--- src/hdl/ppts_pkg.sv ---
// Types and codes for the periodic priority task scheduler.
// Depends on nothing.
`default_nettype none
package ppts_pkg;
    localparam int KIND_W = 3;
    localparam int ID_W = 3;
    localparam int PRIO_W = 8;
    localparam int PER_W = 16;
    localparam int STAT_W = 2;
    localparam int OUT_TIME_W = 32;

    typedef enum logic [KIND_W-1:0] {
        K_TICK = 3'd0, K_CREATE = 3'd1, K_SUSPEND = 3'd2, K_RESUME = 3'd3,
        K_SET_PRIO = 3'd4, K_SET_PER = 3'd5, K_DISPATCH = 3'd6, K_NONE = 3'd7
    } t_kind;

    typedef enum logic [1:0] {
        ST_SUSPENDED = 2'd0, ST_READY = 2'd1, ST_BLOCKED = 2'd2, ST_SPARE = 2'd3
    } t_tstate;

    typedef enum logic [STAT_W-1:0] {
        STAT_OK = 2'd0, STAT_FULL = 2'd1, STAT_BAD_ID = 2'd2, STAT_NONE = 2'd3
    } t_status;

    // Handshake between sequencer and remainder unit.
    typedef struct packed {
        logic start;
        logic busy;
        logic done;
    } t_mod_ctl;
endpackage
`default_nettype wire

--- src/hdl/ppts_ram.sv ---
// Generic single-port RAM with registered read.
// Depends on nothing.
`default_nettype none
module ppts_ram #(
    parameter int WIDTH = 8,
    parameter int DEPTH = 8
) (
    input  wire logic                     i_clk,
    input  wire logic                     i_we,
    input  wire logic [$clog2(DEPTH)-1:0] i_addr,
    input  wire logic [WIDTH-1:0]         i_wdata,
    output logic      [WIDTH-1:0]         o_rdata
);
    logic [WIDTH-1:0] r_mem [DEPTH];

    // Read one entry per cycle, writing it too when i_we is set
    always_ff @(posedge i_clk) begin
        if (i_we) begin
            r_mem[i_addr] <= i_wdata;
        end
        o_rdata <= r_mem[i_addr];
    end
endmodule
`default_nettype wire

--- src/hdl/ppts_mod.sv ---
// Shared restoring remainder unit: time modulo a 16-bit period, one bit a cycle.
// Depends on ppts_pkg.
`default_nettype none
module ppts_mod
    import ppts_pkg::*;
#(
    parameter int TIME_BITS = 32
) (
    input  wire logic                 i_clk,
    input  wire logic                 i_rst_n,
    input  wire logic                 i_start,
    input  wire logic [TIME_BITS-1:0] i_dividend,
    input  wire logic [PER_W-1:0]     i_divisor,
    output logic                      o_busy,
    output logic                      o_done,
    output logic                      o_zero
);
    localparam int CNT_W = $clog2(TIME_BITS + 1);

    logic [TIME_BITS-1:0] r_num;
    logic [PER_W:0]       r_rem;
    logic [PER_W-1:0]     r_div;
    logic [CNT_W-1:0]     r_cnt;
    logic                 r_busy;
    logic                 r_done;
    logic [PER_W:0]       n_shift;
    logic [PER_W:0]       n_diff;

    // Shift in the next dividend bit and trial-subtract
    always_comb begin
        n_shift = {r_rem[PER_W-1:0], r_num[TIME_BITS-1]};
        n_diff  = n_shift - {1'b0, r_div};
    end

    // Step one quotient bit per cycle
    always_ff @(posedge i_clk) begin
        if (!i_rst_n) begin
            r_busy <= 1'b0;
            r_done <= 1'b0;
        end else begin
            r_done <= 1'b0;
            if (i_start) begin
                r_busy <= 1'b1;
                r_num  <= i_dividend;
                r_div  <= i_divisor;
                r_rem  <= '0;
                r_cnt  <= CNT_W'(TIME_BITS);
            end else if (r_busy) begin
                r_num <= r_num << 1;
                r_rem <= n_diff[PER_W] ? n_shift : n_diff;
                r_cnt <= r_cnt - 1'b1;
                if (r_cnt == CNT_W'(1)) begin
                    r_busy <= 1'b0;
                    r_done <= 1'b1;
                end
            end
        end
    end

    assign o_busy = r_busy;
    assign o_done = r_done;
    assign o_zero = (r_rem == '0);
endmodule
`default_nettype wire

--- src/hdl/periodic_priority_task_scheduler.sv ---
// Periodic fixed-priority task scheduler: one request in, one response out.
// A tick reads each created task's period and runs it through the bit-serial
// remainder unit; dispatch reads and compares each created task in a table walk;
// every request then passes S_OUT to update the table and S_RESP to load the
// response register, which holds the response until the sink takes it while the
// next request is already accepted. Depends on ppts_pkg, ppts_ram, ppts_mod.
`default_nettype none
module periodic_priority_task_scheduler
    import ppts_pkg::*;
#(
    parameter int MAX_TASKS = 8,
    parameter int TIME_BITS = 32
) (
    input  wire logic        i_clk,
    input  wire logic        i_rst_n,
    input  wire logic        s_axis_tvalid,
    output logic             s_axis_tready,
    // tdata: task_id[2:0], priority_req[10:3], period[26:11], zero fill to 31
    input  wire logic [31:0] s_axis_tdata,
    // tuser: kind[2:0]
    input  wire logic [2:0]  s_axis_tuser,
    output logic             m_axis_tvalid,
    input  wire logic        m_axis_tready,
    // tdata: status[1:0], granted_id[4:2], current_time[36:5], any_ready[37], zero to 39
    output logic [39:0]      m_axis_tdata
);
    localparam int IDX_W = $clog2(MAX_TASKS);
    localparam int CNT_W = $clog2(MAX_TASKS + 1);

    typedef enum logic [2:0] {
        S_IDLE, S_TICK_RD, S_TICK_MOD, S_TICK_WAIT, S_DSP_RD, S_DSP_CMP, S_OUT, S_RESP
    } t_seq;

    t_seq                 r_state;
    t_kind                r_kind;
    logic [ID_W-1:0]      r_id;
    logic [PRIO_W-1:0]    r_prio_in;
    logic [PER_W-1:0]     r_per_in;
    t_tstate              r_tst [MAX_TASKS];
    logic [CNT_W-1:0]     r_count;
    logic [TIME_BITS-1:0] r_time;
    logic [IDX_W-1:0]     r_idx;
    logic                 r_found;
    logic [IDX_W-1:0]     r_best;
    logic [PRIO_W-1:0]    r_best_prio;
    logic [STAT_W-1:0]    r_status;
    logic [ID_W-1:0]      r_granted;
    logic                 r_ovalid;
    logic [39:0]          r_odata;

    logic                 n_prio_we;
    logic                 n_per_we;
    logic [IDX_W-1:0]     n_addr;
    logic [PRIO_W-1:0]    w_prio_rd;
    logic [PER_W-1:0]     w_per_rd;
    logic                 n_any;
    logic                 w_id_ok;
    logic                 w_last;
    t_mod_ctl             w_mod;

    // Request id as a table index, checked against the fill count
    assign w_id_ok = ({{(CNT_W > ID_W ? CNT_W - ID_W : 0){1'b0}}, r_id} < r_count);
    assign w_last  = ({1'b0, r_idx} + 1'b1) >= {1'b0, r_count};

    // Drive memory ports from the sequencer
    always_comb begin
        n_prio_we = 1'b0;
        n_per_we  = 1'b0;
        n_addr    = r_idx;
        if (r_state == S_IDLE || r_state == S_OUT) begin
            n_addr = r_idx;
        end
        case (r_state)
            S_TICK_RD, S_DSP_RD: n_addr = r_idx;
            default: n_addr = r_idx;
        endcase
        if (r_state == S_IDLE) begin
            n_addr = r_idx;
        end
        // Writes issue in the update cycle for the request stored in r_kind
        if (r_state == S_OUT) begin
            case (r_kind)
                K_CREATE: begin
                    n_prio_we = (r_status == STAT_OK);
                    n_per_we  = (r_status == STAT_OK);
                end
                K_SET_PRIO: n_prio_we = w_id_ok;
                K_SET_PER:  n_per_we  = w_id_ok;
                default: ;
            endcase
        end
    end

    ppts_ram #(.WIDTH(PRIO_W), .DEPTH(MAX_TASKS)) u_prio (
        .i_clk(i_clk), .i_we(n_prio_we), .i_addr(n_addr),
        .i_wdata(r_prio_in), .o_rdata(w_prio_rd)
    );
    ppts_ram #(.WIDTH(PER_W), .DEPTH(MAX_TASKS)) u_per (
        .i_clk(i_clk), .i_we(n_per_we), .i_addr(n_addr),
        .i_wdata(r_per_in), .o_rdata(w_per_rd)
    );

    logic w_mod_zero;
    assign w_mod.start = (r_state == S_TICK_MOD);
    ppts_mod #(.TIME_BITS(TIME_BITS)) u_mod (
        .i_clk(i_clk), .i_rst_n(i_rst_n), .i_start(w_mod.start),
        .i_dividend(r_time), .i_divisor(w_per_rd),
        .o_busy(w_mod.busy), .o_done(w_mod.done), .o_zero(w_mod_zero)
    );

    // Any ready task among created ones
    always_comb begin
        n_any = 1'b0;
        for (int i = 0; i < MAX_TASKS; i++) begin
            if (CNT_W'(i) < r_count && r_tst[i] == ST_READY) begin
                n_any = 1'b1;
            end
        end
    end

    // Sequencer, task table and response register
    always_ff @(posedge i_clk) begin
        if (!i_rst_n) begin
            r_state  <= S_IDLE;
            r_count  <= '0;
            r_time   <= '0;
            r_ovalid <= 1'b0;
            for (int i = 0; i < MAX_TASKS; i++) begin
                r_tst[i] <= ST_SUSPENDED;
            end
        end else begin
            if (r_ovalid && m_axis_tready && r_state != S_RESP) begin
                r_ovalid <= 1'b0;
            end
            case (r_state)
                S_IDLE: begin
                    if (s_axis_tvalid) begin
                        r_kind    <= t_kind'(s_axis_tuser);
                        r_id      <= s_axis_tdata[2:0];
                        r_prio_in <= s_axis_tdata[10:3];
                        r_per_in  <= s_axis_tdata[26:11];
                        r_status  <= STAT_OK;
                        r_granted <= '0;
                        r_idx     <= '0;
                        r_found   <= 1'b0;
                        r_state   <= S_OUT;
                        case (t_kind'(s_axis_tuser))
                            K_TICK: begin
                                r_time  <= r_time + 1'b1;
                                r_state <= (r_count == '0) ? S_OUT : S_TICK_RD;
                            end
                            K_CREATE: begin
                                if (r_count >= CNT_W'(MAX_TASKS)) begin
                                    r_status <= STAT_FULL;
                                end else begin
                                    r_idx     <= r_count[IDX_W-1:0];
                                    r_granted <= ID_W'(r_count);
                                end
                            end
                            K_SUSPEND, K_RESUME, K_SET_PRIO, K_SET_PER: begin
                                r_idx <= IDX_W'(s_axis_tdata[2:0]);
                            end
                            K_DISPATCH: begin
                                if (r_count == '0) begin
                                    r_status <= STAT_NONE;
                                end else begin
                                    r_state <= S_DSP_RD;
                                end
                            end
                            default: ;
                        endcase
                    end
                end
                S_TICK_RD: r_state <= S_TICK_MOD;
                S_TICK_MOD: r_state <= S_TICK_WAIT;
                S_TICK_WAIT: begin
                    if (w_mod.done && !w_mod.busy) begin
                        if (w_per_rd != '0 && r_tst[r_idx] != ST_SUSPENDED && w_mod_zero) begin
                            r_tst[r_idx] <= ST_READY;
                        end
                        if (w_last) begin
                            r_state <= S_OUT;
                        end else begin
                            r_idx   <= r_idx + 1'b1;
                            r_state <= S_TICK_RD;
                        end
                    end
                end
                S_DSP_RD: r_state <= S_DSP_CMP;
                S_DSP_CMP: begin
                    logic w_take;
                    w_take = (r_tst[r_idx] == ST_READY) && (!r_found || w_prio_rd < r_best_prio);
                    if (w_take) begin
                        r_found     <= 1'b1;
                        r_best      <= r_idx;
                        r_best_prio <= w_prio_rd;
                    end
                    if (w_last) begin
                        if (w_take) begin
                            r_tst[r_idx] <= ST_BLOCKED;
                            r_granted    <= ID_W'(r_idx);
                        end else if (r_found) begin
                            r_tst[r_best] <= ST_BLOCKED;
                            r_granted     <= ID_W'(r_best);
                        end else begin
                            r_status <= STAT_NONE;
                        end
                        r_state <= S_OUT;
                    end else begin
                        r_idx   <= r_idx + 1'b1;
                        r_state <= S_DSP_RD;
                    end
                end
                S_OUT: begin
                    case (r_kind)
                        K_CREATE: begin
                            if (r_status == STAT_OK) begin
                                r_tst[r_idx] <= ST_READY;
                                r_count      <= r_count + 1'b1;
                            end
                        end
                        K_SUSPEND: begin
                            if (w_id_ok) r_tst[r_idx] <= ST_SUSPENDED;
                        end
                        K_RESUME: begin
                            if (w_id_ok) r_tst[r_idx] <= ST_BLOCKED;
                        end
                        default: ;
                    endcase
                    if ((r_kind == K_SUSPEND || r_kind == K_RESUME ||
                         r_kind == K_SET_PRIO || r_kind == K_SET_PER) && !w_id_ok) begin
                        r_status <= STAT_BAD_ID;
                    end
                    r_state <= S_RESP;
                end
                // Load the response once the previous one has left
                S_RESP: begin
                    if (!r_ovalid || m_axis_tready) begin
                        r_odata  <= {2'b00, n_any, OUT_TIME_W'(r_time), r_granted, r_status};
                        r_ovalid <= 1'b1;
                        r_state  <= S_IDLE;
                    end
                end
                default: r_state <= S_IDLE;
            endcase
        end
    end

    assign s_axis_tready = (r_state == S_IDLE);
    assign m_axis_tvalid = r_ovalid;
    assign m_axis_tdata  = r_odata;
endmodule
`default_nettype wire

--- config.mk ---
export PLATFORM = sky130hd
export DESIGN_NAME = periodic_priority_task_scheduler
export DESIGN_NICKNAME = d
export VERILOG_FILES = /design/src/hdl/ppts_pkg.sv /design/src/hdl/ppts_ram.sv /design/src/hdl/ppts_mod.sv /design/src/hdl/periodic_priority_task_scheduler.sv
export SDC_FILE = /design/constraint.sdc
export NUM_CORES = 1
export LEC_CHECK = 0
export BUFFER_PORTS_ARGS = -buffer_cell sky130_fd_sc_hd__buf_2
export CAP_MARGIN = 20
export CORE_ASPECT_RATIO = 1.5
export CORE_MARGIN = 3
export CORE_UTILIZATION = 42
export DETAILED_ROUTE_END_ITERATION = 8
export PLACE_DENSITY = 0.67
export SLEW_MARGIN = 20
export SYNTH_ARGS = -nofsm -noshare
export SYNTH_HDL_FRONTEND = slang
export SYNTH_HIERARCHICAL = 1
export SYNTH_SLANG_ARGS = --single-unit
--- constraint.sdc ---
create_clock -name i_clk -period 3.6 [get_ports i_clk]
set_input_delay 0.72 -clock i_clk [delete_from_list [all_inputs] [get_ports i_clk]]
set_output_delay 0.72 -clock i_clk [all_outputs]
set_load 0.02 [all_outputs]
==> impl_metrics.csv <==
group,metric,value,unit
floorplanning,dieArea,0.0468,sq mm
clock_tree,clockBufferDepth,3,
drt,routed_wl,35300,microns
timing,finalSetupViolCount,0,
logic_synthesis,synthCells,1240,
logic_synthesis,synth_cell_types,83,
clock_tree,post_cts_resized,0,
place,io_buffers,73,
timing,fmax,325,MHz
logic_synthesis,postSynth.asyncResetShare,0,%
logic_synthesis,ys_ff_latch,436,
timing,tightest_slew,942,ps
timing,finalCritPeriodShare,85.6,%
logic_synthesis,synth_area_leader_cell,"edfxtp_1",
timing,period_minus_slack,3080,ps
grt,grt_pass1_wl,55800,microns
setup_path,end_kind,"flip-flop",
timing,slew_violations,0,
grt,grt-ovfl-total,0,
clock_tree,postCtsSetupRepairBufs,0,
finish,utilization,48.8,%
logic_synthesis,yosys-top-cells-area,"edfxtp_1 59%, dfxtp_1 7.4%, mux2_2 3.6%",
clock_tree,clk_pin_slew,60,ps
drt,drt_drc_violations_left,0,
drt,ant_nets,0,
hold_path,hold_path_class,"input pin to flip-flop",
logic_synthesis,synth_edf_count,367,
timing,finalHoldViolations,0,
pwr,powerDensity,695,mW/mm^2
timing,slew_headroom,37.2,%
timing,finClkSkew,9.43,ps
finish,layout-drive-gt1-share,20.9,%
pwr,seqPwrFrac,45.4,%
clock_tree,cts_sinks,436,
finish,layout_common_cells,"367 x edfxtp_1, 87 x nor2_1, 73 x buf_2, 69 x dfxtp_1",
pwr,peakVddDrop,0.000331,V
grt,antenna_found_initial,4,
timing,rsz0062_at_grt,"no",
place,dp_hpwl,23600,microns
place,gp_congestion,0.895,
drt,dr.pass1.iters,5,
logic_synthesis,synth_top_area_share,59.4,%
grt,grt_usage,14.9,%
pwr,p_comb_share,23.9,%
logic_synthesis,synth_area_per_cell,15.0,sq um
setup_path,path_max_fanout,15,
clock_tree,tritoncts,"yes",
clock_tree,cts_hold_buf,0,
setup_path,worstSetupPathType,"flip-flop to flip-flop",
timing,fin_tns_setup,0,ps
pwr,power_leakage,0.00740,uW
clock_tree,cts_max_level,2,
finish,layout.nets,1422,
drt,viasPerCell,5.31,
setup_path,critPathLaunchType,"flip-flop",
setup_path,crit_required,3870,ps
floorplanning,die_y,263,microns
finish,area_growth,13.8,%
pwr,swShare,28.7,%
pwr,clkPwrFrac,30.7,%
floorplanning,num_io_pins,81,
logic_synthesis,ys.flop_type,"edfxtp_1",
logic_synthesis,yosysSeqAreaShare,66.9,%
logic_synthesis,syn_area,0.0185,sq mm
run_status,status,"complete, no violations",
logic_synthesis,yosysWarnings,6,
grt,grt_pass1_vias,10518,
setup_path,worstPathArrival,3350,ps
grt,grt_max_degree,66,
floorplanning,initial_core_util,42.9,%
floorplanning,core,0.0433,sq mm
clock_tree,numCtsBuffers,42,
clock_tree,cts_root_buffer,"clkbuf_16",
pwr,p_int,10500,uW
clock_tree,clock_latency,540,ps
pwr,p_sw,4210,uW
floorplanning,die_width,178,microns
finish,final_common_cell,"edfxtp_1",
drt,num_vias,10356,
flow_run,cap_violations,0,
drt,wl_per_cell,18.1,microns
drt,drt_iter0_drc,551,
floorplanning,core.rowCount,93,
==> critical path, stage by stage, from the launching register on <==
cell	delay, ps
dfxtp_1	610
mux2_4	350
mux4_2	480
a41oi_2	280
nor4_2	90
a311oi_4	720
buf_4	230
nor4_1	50
==> metrics by stage <==
step	std cells	instance area, sq um	setup slack (ps)	hold WS, ps	total power [uW]
after detailed placement	1873	19700	519	405	10300
after global routing	1950	21100	340	325	15400
after global placement	1873	19700	570	412	10200
after floorplan	1241	18600	444	400	9500
final	1952	21100	520	350	14700
after CTS	1950	21100	520	320	14800
==> power groups by stage <==
stage | Combinational, uW | Sequential (uW) | Clock, uW
after global placement | 3450 | 6750 | 0
after global routing | 3860 | 6730 | 4820
after CTS | 3530 | 6670 | 4620
final | 3500 | 6660 | 4510
after detailed placement | 3520 | 6770 | 0
after floorplan | 2890 | 6610 | 0
==> routing by layer <==
metal	routed length (microns)	global-route usage (%)	up-vias
met5	29	0	-
met4	1010	4.99	4
met3	1710	2.80	70
met2	18200	27.2	236
met1	14300	17.5	5091
li1	-	-	4955
==> flip-flops by register name, summed over array words and instances, names as in the netlist, 4 cells and up, named ones only <==
signal and flops:
u_mod/r_cnt 6, u_mod/r_div 16, r_tst 16, r_per_in 16, u_prio/o_rdata 8, u_mod/r_num 32, u_prio/r_mem 64, u_per/o_rdata 16
r_count 4, u_per/r_mem 128, m_axis_tdata 38, r_time 32, r_prio_in 8, r_best_prio 8, u_mod/r_rem 17
==> kinds of logic (layout without fill, tap and decap cells) <==
| logic type | after synthesis | count (layout) | synth area share [%] |
|---|---|---|---|
| compound gates | 159 | 159 | 5.92 |
| fa+ha+maj | 37 | 37 | 2.52 |
| buf+inv | 101 | 240 | 2.59 |
| mux | 136 | 136 | 10.9 |
| xor+xnor | 50 | 50 | 2.36 |
| other cells | 1 | 4 | 0.0202 |
| simple gates | 320 | 320 | 8.81 |
| flops | 436 | 436 | 66.9 |
==> cells in the mapped netlist, types with 8 or more instances <==
library cell and count:
mux2_4 11, mux2i_1 28, a31oi_1 9, nand2_1 59, xnor2_1 24, mux4_2 18, nand3_1 23, mux4_1 19
o31ai_1 9, buf_2 10, nor3_1 25, nand2b_1 14, clkbuf_1 18, and3_1 12, ha_1 35, nor2b_1 16
edfxtp_1 367, nand4_1 11, nor4_1 19, mux2_2 59, and2_1 9, dfxtp_1 69, inv_1 54, or3_1 13
o21ai_0 26, and4_1 8, nor2_1 89, a21oi_1 49, xor2_1 26
==> worst paths after layout <==
kind                            slack (ps)  depth (start not counted)                   endpoint                    from
worst min-delay path                   350                          1      r_per_in[0]$_DFFE_PP_        s_axis_tdata[11]
worst min register to register         420                          0  m_axis_tdata[4]$_DFFE_PP_  r_granted[2]$_DFFE_PP_
worst max-delay path                   520                          7  r_tst[5][0]$_SDFFCE_PN0P_               flip-flop
worst max register to register         520                          7  r_tst[5][0]$_SDFFCE_PN0P_               flip-flop
==> area by class of cell <==
class	count	area [sq um]
fillers	3721	22200
flip-flops and latches	436	12400
multi-input cells	704	5700
clock buffers	54	1160
well taps	570	713
repair buffers	108	666
clock inverters	23	262
inverters	55	206
diodes	2	5.00
Note: power is estimated with default switching activity, not from simulation.
